<file path="config.mk">
export PLATFORM = sky130hd
export DESIGN_NAME = angle_tracking_pll_speed_estimator_top
export DESIGN_NICKNAME = d
export VERILOG_FILES = /design/src/design/atpse_pkg.sv /design/src/design/atpse_cfg.sv /design/src/design/atpse_mul.sv /design/src/design/angle_tracking_pll_speed_estimator_top.sv
export SDC_FILE = /design/constraint.sdc
export NUM_CORES = 2
export LEC_CHECK = 0
export ABC_CLOCK_PERIOD_IN_PS = 9600
export BUFFER_PORTS_ARGS = -buffer_cell sky130_fd_sc_hd__buf_2
export CAP_MARGIN = 15
export CORE_UTILIZATION = 35
export DETAILED_ROUTE_END_ITERATION = 12
export PLACE_DENSITY = 0.53
export SLEW_MARGIN = 0
export SYNTH_ARGS = -nofsm -noshare
export SYNTH_HDL_FRONTEND = slang
export SYNTH_SLANG_ARGS = --single-unit
</file>
<file path="constraint.sdc">
create_clock -name i_clk -period 9.6 [get_ports i_clk]
set_input_delay 0.96 -clock i_clk [delete_from_list [all_inputs] [get_ports i_clk]]
set_output_delay 0.96 -clock i_clk [all_outputs]
set_load 0.02 [all_outputs]
</file>
<file path="src/design/atpse_pkg.sv">
// ============================================================================
// atpse_pkg: shared types and constants of the angle tracking pll
// Register indexes, reset values, serial multiplier sizing and the
// request and configuration bundles passed between the modules.
// ============================================================================
`default_nettype none

package atpse_pkg;

    // configuration register indexes
    localparam int CFG_IDX_W = 1;
    localparam logic [CFG_IDX_W-1:0] CFG_LOOP_BANDWIDTH = 1'b0;
    localparam logic [CFG_IDX_W-1:0] CFG_SAMPLE_PERIOD  = 1'b1;
    localparam int CFG_DATA_W = 32;

    // register reset values
    localparam logic [15:0] LOOP_BW_RESET       = 16'd1000;
    localparam logic [31:0] SAMPLE_PERIOD_RESET = 32'd214748;

    // item commands
    localparam logic CMD_TRACK   = 1'b0;
    localparam logic CMD_PRELOAD = 1'b1;

    // digit-serial multiplier: 64-bit multiplicand, 32-bit multiplier,
    // one 4-bit multiplier digit per cycle
    localparam int DIGIT_W  = 4;
    localparam int MCAND_W  = 64;
    localparam int MPLIER_W = 32;
    localparam int PROD_W   = MCAND_W + MPLIER_W;
    localparam int SUM_W    = MCAND_W + DIGIT_W;
    localparam int CNT_W    = 4;
    localparam logic [CNT_W-1:0] DIGITS_LONG  = CNT_W'(MPLIER_W / DIGIT_W);
    localparam logic [CNT_W-1:0] DIGITS_SHORT = CNT_W'(16 / DIGIT_W);

    // limits of the speed path
    localparam logic [48:0] DMAG_MAX  = {1'b1, 48'h0};
    localparam logic [47:0] SPEED_MAX = {1'b0, {47{1'b1}}};
    localparam logic [47:0] SPEED_MIN = {1'b1, 47'h0};

    // configuration register contents
    typedef struct packed {
        logic [15:0] loop_bandwidth;
        logic [31:0] sample_period;
    } t_cfg;

    // request to the serial multiplier; a short request has a 16-bit
    // multiplier and returns its product shifted up by 16 bits
    typedef struct packed {
        logic                start;
        logic                is_short;
        logic [MCAND_W-1:0]  mcand;
        logic [MPLIER_W-1:0] mplier;
    } t_mul_req;

endpackage

`default_nettype wire

</file>
<file path="src/design/atpse_cfg.sv">
// ============================================================================
// atpse_cfg: configuration registers
// Holds loop bandwidth and sample period, written through a valid/ready
// channel that is always ready.
// ============================================================================
`default_nettype none

module atpse_cfg (
    input  wire logic                             i_clk,
    input  wire logic                             i_rst_n,
    input  wire logic                             i_cfg_valid,
    output logic                                  o_cfg_ready,
    input  wire logic [atpse_pkg::CFG_IDX_W-1:0]  i_cfg_index,
    input  wire logic [atpse_pkg::CFG_DATA_W-1:0] i_cfg_data,
    output atpse_pkg::t_cfg                       o_cfg
);

    logic [15:0] r_loop_bandwidth;
    logic [31:0] r_sample_period;

    // writes are taken in any cycle
    assign o_cfg_ready = 1'b1;

    // register write
    always_ff @(posedge i_clk) begin
        if (!i_rst_n) begin
            r_loop_bandwidth <= atpse_pkg::LOOP_BW_RESET;
            r_sample_period  <= atpse_pkg::SAMPLE_PERIOD_RESET;
        end else if (i_cfg_valid && o_cfg_ready) begin
            unique case (i_cfg_index)
                atpse_pkg::CFG_LOOP_BANDWIDTH: begin
                    r_loop_bandwidth <= i_cfg_data[15:0];
                end
                atpse_pkg::CFG_SAMPLE_PERIOD: begin
                    r_sample_period <= i_cfg_data[31:0];
                end
                default: begin
                    r_loop_bandwidth <= r_loop_bandwidth;
                end
            endcase
        end
    end

    assign o_cfg.loop_bandwidth = r_loop_bandwidth;
    assign o_cfg.sample_period  = r_sample_period;

endmodule

`default_nettype wire

</file>
<file path="src/design/atpse_mul.sv">
// ============================================================================
// atpse_mul: digit-serial multiplier
// Shift-add multiplier taking one 4-bit multiplier digit per cycle, lsb
// first; the accumulator shifts right so the adder stays 68 bits wide.
// ============================================================================
`default_nettype none

module atpse_mul (
    input  wire logic                          i_clk,
    input  wire logic                          i_rst_n,
    input  wire atpse_pkg::t_mul_req           i_req,
    output logic                               o_done,
    output logic [atpse_pkg::PROD_W-1:0]       o_product
);

    localparam int DIGIT_W  = atpse_pkg::DIGIT_W;
    localparam int MCAND_W  = atpse_pkg::MCAND_W;
    localparam int MPLIER_W = atpse_pkg::MPLIER_W;
    localparam int PROD_W   = atpse_pkg::PROD_W;
    localparam int SUM_W    = atpse_pkg::SUM_W;
    localparam int CNT_W    = atpse_pkg::CNT_W;

    logic [PROD_W-1:0]         r_acc;
    logic [MCAND_W-1:0]        r_mcand;
    logic [MPLIER_W-1:0]       r_mplier;
    logic [CNT_W-1:0]          r_cnt;
    logic                      r_done;
    logic [SUM_W-1:0]          w_partial;
    logic [SUM_W-1:0]          w_sum;
    logic [PROD_W+DIGIT_W-1:0] w_shift;

    // one digit step: add multiplicand times digit at the top, shift right
    assign w_partial = SUM_W'(r_mcand) * SUM_W'(r_mplier[DIGIT_W-1:0]);
    assign w_sum     = SUM_W'(r_acc[PROD_W-1:MPLIER_W]) + w_partial;
    assign w_shift   = {w_sum, r_acc[MPLIER_W-1:0]};

    // step counter and done pulse
    always_ff @(posedge i_clk) begin
        if (!i_rst_n) begin
            r_cnt  <= '0;
            r_done <= 1'b0;
        end else if (i_req.start) begin
            r_cnt  <= i_req.is_short ? atpse_pkg::DIGITS_SHORT : atpse_pkg::DIGITS_LONG;
            r_done <= 1'b0;
        end else if (r_cnt != '0) begin
            r_cnt  <= r_cnt - CNT_W'(1);
            r_done <= (r_cnt == CNT_W'(1));
        end else begin
            r_done <= 1'b0;
        end
    end

    // operand and accumulator datapath
    always_ff @(posedge i_clk) begin
        if (i_req.start) begin
            r_acc    <= '0;
            r_mcand  <= i_req.mcand;
            r_mplier <= i_req.mplier;
        end else if (r_cnt != '0) begin
            r_acc    <= w_shift[PROD_W+DIGIT_W-1:DIGIT_W];
            r_mplier <= r_mplier >> DIGIT_W;
        end
    end

    assign o_done    = r_done;
    assign o_product = r_acc;

endmodule

`default_nettype wire

</file>
<file path="src/design/angle_tracking_pll_speed_estimator_top.sv">
// ============================================================================
// angle_tracking_pll_speed_estimator_top: second-order angle tracking pll
// Tracking item: its result takes four passes through the 4-bit serial
// multiplier; a new item is only taken after the result is loaded.
// Preload item: goes straight to the done state to load its result.
// A finished result waits in the output register while the next item runs.
// Synchronous reset clears the angle and speed and restores the registers.
// ============================================================================
`default_nettype none

module angle_tracking_pll_speed_estimator_top (
    input  wire logic                             i_clk,
    input  wire logic                             i_rst_n,
    // configuration channel
    input  wire logic                             i_cfg_valid,
    output logic                                  o_cfg_ready,
    input  wire logic [atpse_pkg::CFG_IDX_W-1:0]  i_cfg_index,
    input  wire logic [atpse_pkg::CFG_DATA_W-1:0] i_cfg_data,
    // input items
    input  wire logic                             i_in_valid,
    output logic                                  o_in_stall,
    input  wire logic                             i_cmd,
    input  wire logic [15:0]                      i_measured_angle,
    // result items
    output logic                                  o_out_valid,
    input  wire logic                             i_out_stall,
    output logic signed [47:0]                    o_speed_estimate,
    output logic [15:0]                           o_tracked_angle
);

    localparam logic [3:0] S_IDLE  = 4'd0;
    localparam logic [3:0] S_ERR   = 4'd1;
    localparam logic [3:0] S_MUL_E = 4'd2;
    localparam logic [3:0] S_MUL_F = 4'd3;
    localparam logic [3:0] S_MUL_G = 4'd4;
    localparam logic [3:0] S_SPD   = 4'd5;
    localparam logic [3:0] S_W     = 4'd6;
    localparam logic [3:0] S_WMAG  = 4'd7;
    localparam logic [3:0] S_MUL_A = 4'd8;
    localparam logic [3:0] S_ANG   = 4'd9;
    localparam logic [3:0] S_DONE  = 4'd10;

    atpse_pkg::t_cfg     w_cfg;
    atpse_pkg::t_mul_req w_mul_req;
    logic                w_mul_done;
    logic [atpse_pkg::PROD_W-1:0] w_product;

    logic [3:0]  r_state, n_state;
    logic [31:0] r_angle;
    logic [47:0] r_speed;
    logic [31:0] r_d;
    logic        r_err_neg;
    logic [47:0] r_e;
    logic [48:0] r_dmag;
    logic [50:0] r_w;
    logic [31:0] r_a32;
    logic        r_out_valid;
    logic [47:0] r_out_speed;
    logic [15:0] r_out_angle;

    logic        w_in_acc;
    logic        w_out_acc;
    logic        w_out_load;
    logic [31:0] w_err_mag;
    logic [63:0] w_dround;
    logic [49:0] w_spd_sum;
    logic [47:0] w_spd_sat;
    logic [50:0] w_w_next;
    logic [50:0] w_w_abs;

    atpse_cfg u_cfg (
        .i_clk       (i_clk),
        .i_rst_n     (i_rst_n),
        .i_cfg_valid (i_cfg_valid),
        .o_cfg_ready (o_cfg_ready),
        .i_cfg_index (i_cfg_index),
        .i_cfg_data  (i_cfg_data),
        .o_cfg       (w_cfg)
    );

    atpse_mul u_mul (
        .i_clk     (i_clk),
        .i_rst_n   (i_rst_n),
        .i_req     (w_mul_req),
        .o_done    (w_mul_done),
        .o_product (w_product)
    );

    // handshakes
    assign o_in_stall = (r_state != S_IDLE);
    assign w_in_acc   = i_in_valid && !o_in_stall;
    assign w_out_acc  = r_out_valid && !i_out_stall;
    assign w_out_load = (r_state == S_DONE) && (!r_out_valid || !i_out_stall);

    // wrapped phase error magnitude, half a turn gives 2^31
    assign w_err_mag = r_d[31] ? (32'd0 - r_d) : r_d;

    // integral step rounded half up and clamped to 2^48
    assign w_dround = w_product[95:32] + {63'd0, w_product[31]};

    // speed update with saturation
    assign w_spd_sum = r_err_neg ? ({{2{r_speed[47]}}, r_speed} - {1'b0, r_dmag})
                                 : ({{2{r_speed[47]}}, r_speed} + {1'b0, r_dmag});
    always_comb begin
        if (w_spd_sum[49:47] == 3'b000 || w_spd_sum[49:47] == 3'b111) begin
            w_spd_sat = w_spd_sum[47:0];
        end else if (w_spd_sum[49]) begin
            w_spd_sat = atpse_pkg::SPEED_MIN;
        end else begin
            w_spd_sat = atpse_pkg::SPEED_MAX;
        end
    end

    // proportional path: w = speed +/- 2*bw*err
    assign w_w_next = r_err_neg ? ({{3{r_speed[47]}}, r_speed} - {2'b00, r_e, 1'b0})
                                : ({{3{r_speed[47]}}, r_speed} + {2'b00, r_e, 1'b0});
    assign w_w_abs  = r_w[50] ? (51'd0 - r_w) : r_w;

    // multiplier requests: err*bw, (err*bw)*bw, (err*bw*bw)*ts, |w|*ts
    always_comb begin
        w_mul_req          = '0;
        w_mul_req.is_short = 1'b1;
        unique case (r_state)
            S_ERR: begin
                w_mul_req.start  = 1'b1;
                w_mul_req.mcand  = {32'd0, w_err_mag};
                w_mul_req.mplier = {16'd0, w_cfg.loop_bandwidth};
            end
            S_MUL_E: begin
                w_mul_req.start  = w_mul_done;
                w_mul_req.mcand  = {16'd0, w_product[63:16]};
                w_mul_req.mplier = {16'd0, w_cfg.loop_bandwidth};
            end
            S_MUL_F: begin
                w_mul_req.start    = w_mul_done;
                w_mul_req.is_short = 1'b0;
                w_mul_req.mcand    = w_product[79:16];
                w_mul_req.mplier   = w_cfg.sample_period;
            end
            S_WMAG: begin
                w_mul_req.start    = 1'b1;
                w_mul_req.is_short = 1'b0;
                w_mul_req.mcand    = {14'd0, w_w_abs[49:0]};
                w_mul_req.mplier   = w_cfg.sample_period;
            end
            default: begin
                w_mul_req.start = 1'b0;
            end
        endcase
    end

    // sequencer next state
    always_comb begin
        n_state = r_state;
        unique case (r_state)
            S_IDLE: begin
                if (w_in_acc) begin
                    n_state = (i_cmd == atpse_pkg::CMD_PRELOAD) ? S_DONE : S_ERR;
                end
            end
            S_ERR:   n_state = S_MUL_E;
            S_MUL_E: if (w_mul_done) n_state = S_MUL_F;
            S_MUL_F: if (w_mul_done) n_state = S_MUL_G;
            S_MUL_G: if (w_mul_done) n_state = S_SPD;
            S_SPD:   n_state = S_W;
            S_W:     n_state = S_WMAG;
            S_WMAG:  n_state = S_MUL_A;
            S_MUL_A: if (w_mul_done) n_state = S_ANG;
            S_ANG:   n_state = S_DONE;
            S_DONE:  if (w_out_load) n_state = S_IDLE;
            default: n_state = S_IDLE;
        endcase
    end

    // control state, loop state and output valid
    always_ff @(posedge i_clk) begin
        if (!i_rst_n) begin
            r_state     <= S_IDLE;
            r_angle     <= '0;
            r_speed     <= '0;
            r_out_valid <= 1'b0;
        end else begin
            r_state <= n_state;
            if (w_in_acc && i_cmd == atpse_pkg::CMD_PRELOAD) begin
                r_angle <= {i_measured_angle, 16'h0000};
                r_speed <= '0;
            end
            if (r_state == S_SPD) begin
                r_speed <= w_spd_sat;
            end
            if (r_state == S_ANG) begin
                r_angle <= r_w[50] ? (r_angle - r_a32) : (r_angle + r_a32);
            end
            if (w_out_load) begin
                r_out_valid <= 1'b1;
            end else if (w_out_acc) begin
                r_out_valid <= 1'b0;
            end
        end
    end

    // intermediate values and output payload
    always_ff @(posedge i_clk) begin
        if (w_in_acc) begin
            r_d <= {i_measured_angle, 16'h0000} - r_angle;
        end
        if (r_state == S_ERR) begin
            r_err_neg <= r_d[31];
        end
        if (r_state == S_MUL_E && w_mul_done) begin
            r_e <= w_product[63:16];
        end
        if (r_state == S_MUL_G && w_mul_done) begin
            r_dmag <= (w_dround > {15'd0, atpse_pkg::DMAG_MAX}) ? atpse_pkg::DMAG_MAX
                                                                : w_dround[48:0];
        end
        if (r_state == S_W) begin
            r_w <= w_w_next;
        end
        if (r_state == S_MUL_A && w_mul_done) begin
            r_a32 <= w_product[63:32] + {31'd0, w_product[31]};
        end
        if (w_out_load) begin
            r_out_speed <= r_speed;
            r_out_angle <= r_angle[31:16];
        end
    end

    assign o_out_valid      = r_out_valid;
    assign o_speed_estimate = signed'(r_out_speed);
    assign o_tracked_angle  = r_out_angle;

endmodule

`default_nettype wire

</file>
# == Yosys cells after proc, flatten, opt, wreduce, memory -nomap -nowiden ==
# Index checks and enable logic that the tools add are counted.
# totals
register_bits,607
word_cells,110
# op_classes
addsub,13
n_mul,1
order_cmp,1
n_eq_ne,18
muxes,28
bitwise,3
n_reduce_logical,27
# op_table
op,count
case mux 96 bit (4 select lines),1
two-way mux 32 bit,6
two-way mux 48 bit,4
two-way mux 50 bit,2
adder 64 x 68 -> 68 bit,1
multiplier 64 x 4 -> 68 bit,1
adder 64 x 1 -> 64 bit,1
> comparator 64 x 49 -> 1 bit (second input constant),1
subtractor 32 bit,2
adder 48 x 50 -> 51 bit,1
two-way mux 51 bit,1
subtractor 48 x 50 -> 51 bit,1
adder 50 x 49 -> 50 bit,1
subtractor 1 x 50 -> 50 bit (first input constant),1
subtractor 50 x 49 -> 50 bit,1
case mux 4 bit (11 select lines),1
two-way mux 4 bit,10
adder 32 x 1 -> 32 bit,1
adder 32 bit,1
subtractor 1 x 32 -> 32 bit (first input constant),1
== test 4 x 3 -> 1 bit (second input constant),4
== test 4 bit (second input constant),3
== test 4 x 1 -> 1 bit (second input constant),2
== test 4 x 2 -> 1 bit (second input constant),2
other kinds (18),41

# == Depth between registers and ports, before layout ==
# depth
depth_word,6
mapped_depth,25

# == Cells and area by module ==
# From an unflattened synthesis, not the netlist that was laid out.
# hier_totals
hier_cells,5073
area_unflattened_um2,46139.3
# by_module_without_submodules
module,instances,cells_per_inst,area_each_um2,seq_area_each_um2
angle_tracking_pll_speed_estimator_top,1,2996,27113.5,10019.6
atpse_mul,1,1865,17068.9,4904.7
atpse_cfg,1,212,1956.9,960.9

# == Worst setup path after synthesis ==
# OpenSTA, ideal clock, no wires.
# synth_path
path_type,register to register
start,register u_mul.r_mplier[3]
end,register u_mul.r_acc[88] (netlist: u_mul.o_product[88])
setup_ns,0.122
arrival_time_ns,5.210
t_required_ns,9.478
slack_ns,4.268
path_stages_with_launch,22
synth_period_minus_slack_ns,5.332
path_cell_list,edfxtp_1 -> clkbuf_1 -> clkbuf_1 -> and2_1 -> fa_1 -> fa_1 -> inv_1 -> fa_1 -> inv_1 -> ha_1 -> clkbuf_1 -> and2_1 -> nand3_1 -> or3_1 -> o21ai_0 -> o2111ai_1 -> o211ai_1 -> a31oi_1 -> o21ai_0 -> a21boi_0 -> o2111a_1 -> a221o_1
# synth_between
elab_chain_cells,2
# synth_rtl
element,line_no,text
start: declaration,atpse_mul.sv:25,logic [MPLIER_W-1:0] r_mplier;
start signal: assignment,atpse_mul.sv:58,r_mplier <= i_req.mplier;
start signal: assignment,atpse_mul.sv:61,r_mplier <= r_mplier >> DIGIT_W;
multiplier 64 x 4 -> 68 bit,atpse_mul.sv:33,assign w_partial = SUM_W'(r_mcand) * SUM_W'(r_mplier[DIGIT_W-1:0]);
adder 64 x 68 -> 68 bit,atpse_mul.sv:34,assign w_sum = SUM_W'(r_acc[PROD_W-1:MPLIER_W]) + w_partial;
end signal: assignment,atpse_mul.sv:60,r_acc <= w_shift[PROD_W+DIGIT_W-1:DIGIT_W];
end: declaration,atpse_mul.sv:23,logic [PROD_W-1:0] r_acc;
# Every way passes these cells.
# A chain may end at the register's enable or synchronous reset.

# == Final worst setup path ==
# layout_path
start,register u_mul.r_mplier[2]
end,register u_mul.r_acc[88] (netlist: u_mul.o_product[88])
# Same word-level chain as after synthesis.

==> flow_summary_export.csv <==
group,metric,value,unit
yosys,ys_warn_count,0,
job,max-cap-violations,0,
timing,worstMarginPinSlew,1180,ps
worst_hold_path,hold_path.class,"reg -> reg",
critical_path,cpLargestDelayFamily,"compound AO/OA/AOI/OAI gates",
clock_network,insertion_delay,700,ps
critical_path,slowest_delay,900,ps
critical_path,critical_path_buf_inv_count,3,
die,core,128000,um^2
place,place_inst,6561,
grt,grt_use_met3,2.80,%
route,ant_nets,0,
grt,use_met1,32.0,%
route,wirelength,143000,um
die,ios,122,
route,vias_per_cell,5.44,
yosys,synth_seq_cells,591,
final_layout,fin_cells,6700,
yosys,ys_types,97,
grt,antenna_found_initial,2,
timing,setup_viol,0,
yosys,syn_nets,5453,
clock_network,cts_hold_buf,0,
die,rows,131,
timing,grt_setup_unrepaired,"false",
final_layout,nets,5450,
timing,hold_viol_final,0,
yosys,syn-cell-area,45000,um^2
critical_path,path_cells,"buf_4, and2_1, fa_1, fa_1, inv_1, fa_1, inv_1, ha_1, o21a_1, a21oi_1, a21oi_1, a21oi_1, o211ai_1, a31oi_1, o21ai_0, a21boi_0, o21ai_0, a221o_1",
clock_network,cts_root_buffer,"clkbuf_16",
timing,max_slew_margin,20.8,%
critical_path,rr_startpoint,"u_mul.r_mplier[2]",
grt,grt-busiest-layer,"met2",
clock_network,cts_setup_buffers,0,
critical_path,crit_type,"reg -> reg",
worst_hold_path,min_from,"u_cfg.r_loop_bandwidth[4]",
clock_network,numCtsBuffers,74,
critical_path,critPathMaxFanout,41,
grt,grt_max_degree,76,
yosys,ys_seq_area_share,34.6,%
clock_network,cts_tree,"yes",
grt,grt_pass1_wl,218000,um
final_layout,postLayoutCoreUtil,39.0,%
clock_network,cts.clk_slew.worst_paths,60,ps
critical_path,start_kind,"register",
critical_path,cp.arrival,7210,ps
final_layout,syn2layout_area_growth,10.3,%
critical_path,worstSetupStartpoint,"u_mul.r_mplier[2]",
route,first_iter_violations,2868,
grt,track_usage,21.7,%
route,firstDrtPassIters,5,
timing,tns,0,ps
place,gp_congestion,0.917,
yosys,synth-edff-count,373,
timing,max_freq,0.150,GHz
route,wire_per_inst,21.3,um
die,die_w,361,um
timing,drv_slew,0,
place,hpwl,109000,um
grt,grtUsageMet2,32.7,%
status,outcome,"finished clean",
timing,timing.hold.ws,460,ps
clock_network,cts-htree-levels,3,
clock_network,cts_sinks,591,
yosys,synthFlopType,"edfxtp_1",
route,drc_errors,0,
grt,grt_pass1_vias,35100,
critical_path,end_kind,"register",
yosys,synthArstFlopShare,0,%
grt,grt.overflow.total,0,
place,portBuffers,120,
timing,final.min_clock_period,6650,ps
yosys,syn-instance-count,4978,
die,die_area,130000,um^2
critical_path,crit_slowest_cell,"edfxtp_1",
clock_network,cts_max_path_buffers,3,
critical_path,crit_required,10160,ps
final_layout,drive_gt1_share,7.35,%
yosys,synth_area_per_cell,9.05,um^2
timing,finalClockSkew,34.6,ps
clock_network,cts_resized,0,
timing,min_period_over_period,69.2,%
die,start_util,35.3,%
die,die_y,361,um
route,via_count,36400,
-- synth_stat cells, types with 53 or more instances --
master	n	area share [%]
nand2_1	521	4.3
edfxtp_1	373	25
inv_1	339	2.8
xnor2_1	336	6.5
a21oi_1	335	3.7
nor2_1	293	2.4
o21ai_0	271	3.0
and2_1	267	3.7
ha_1	230	6.4
dfxtp_1	218	9.7
clkbuf_1	194	1.6
fa_1	190	8.4
xor2_1	132	2.6
nor3_1	126	1.4
nand3_1	114	1.3
a21o_1	103	1.7
a21boi_0	79	1.3
nand4_1	61	0.85
and3_1	56	0.78
nor2b_1	53	0.74
-- layout by cell type, fill, tap and decap left out, types with 34 or more instances in the layout --
master,count
a21boi_0,78
nor2_1,288
o31ai_1,44
or3_1,34
inv_1,337
xor2_1,132
clkbuf_16,76
nand4_1,61
nor4_1,41
a31oi_1,45
nand2b_1,44
o21a_1,37
dfxtp_1,218
nand3_1,114
a21o_1,103
fa_1,190
nand2_1,521
buf_4,42
nor2b_1,53
nor3_1,126
o21bai_1,37
a21oi_1,333
buf_2,119
xnor2_1,336
and2_1,267
edfxtp_1,373
and3_1,55
o21ai_0,271
ha_1,230
-- worst register-to-register path: stages, from the launching register on --
cell and delay (ps):
edfxtp_1 900, buf_4 540, and2_1 260, fa_1 440, fa_1 550, inv_1 50
fa_1 500, inv_1 40, ha_1 340, o21a_1 200, a21oi_1 270, a21oi_1 190
a21oi_1 460, o211ai_1 330, a31oi_1 380, o21ai_0 240, a21boi_0 420, o21ai_0 140
a221o_1 300
-- layout make-up --
type | count | area, um^2
fillers | 12800 | 77800
multi-input cells | 3808 | 27300
repair buffers | 161 | 911
clock buffers | 99 | 2080
diodes | 1 | 2.50
flip-flops and latches | 591 | 15600
well taps | 1662 | 2080
inverters | 339 | 1270
clock inverters | 39 | 503
-- metrics by stage --
step | setup WS, ps | area [um^2]
after floorplan | 4270 | 45000
after global placement | 3160 | 47100
after detailed placement | 2980 | 47100
after CTS | 2950 | 49700
after global routing | 2520 | 49700
final | 2950 | 49700
-- registers in the layout (all words and copies together) (netlist names) --
register and count:
o_out_valid 1, o_speed_estimate 48, o_tracked_angle 16, r_a32 32, r_angle 32, r_d 32
r_dmag 49, r_e 48, r_err_neg 1, r_speed 48, r_state 4, r_w 51
u_cfg.r_loop_bandwidth 16, u_cfg.r_sample_period 32, u_mul.o_done 1, u_mul.o_product 80, u_mul.r_cnt 4, u_mul.r_mcand 64
u_mul.r_mplier 32
-- path summary, 6_finish.rpt --
kind / to / depth (start not counted) / slack [ps]
worst min-delay path: u_cfg.r_loop_bandwidth[4] / 2 / 460
worst min register to register: u_cfg.r_loop_bandwidth[4] / 2 / 460
worst max-delay path: u_mul.o_product[88] / 18 / 2950
worst max register to register: u_mul.o_product[88] / 18 / 2950
-- metal layers --
| metal | part of all wire, % | vias up |
|---|---|---|
| li1 | - | 17400 |
| met1 | 49 | 17800 |
| met2 | 43 | 1065 |
| met3 | 5.4 | 174 |
| met4 | 2.8 | 0 |
| met5 | 0 | - |
-- kinds of logic after synthesis --
family / count (synthesis) / share of synthesized area [%]
muxes: 16 / 0.364
AOI/OAI and AO/OA: 1180 / 16.7
buffers and inverters: 579 / 5.00
adders and majority gates: 420 / 14.8
xor gates and xnor gates: 470 / 9.18
other: 1 / 0.00833
and+or+nand+nor: 1721 / 19.4
DFF: 591 / 34.6
Power is not shown: default switching activity piles up to over one toggle a cycle in this logic, so the estimate is an artifact.
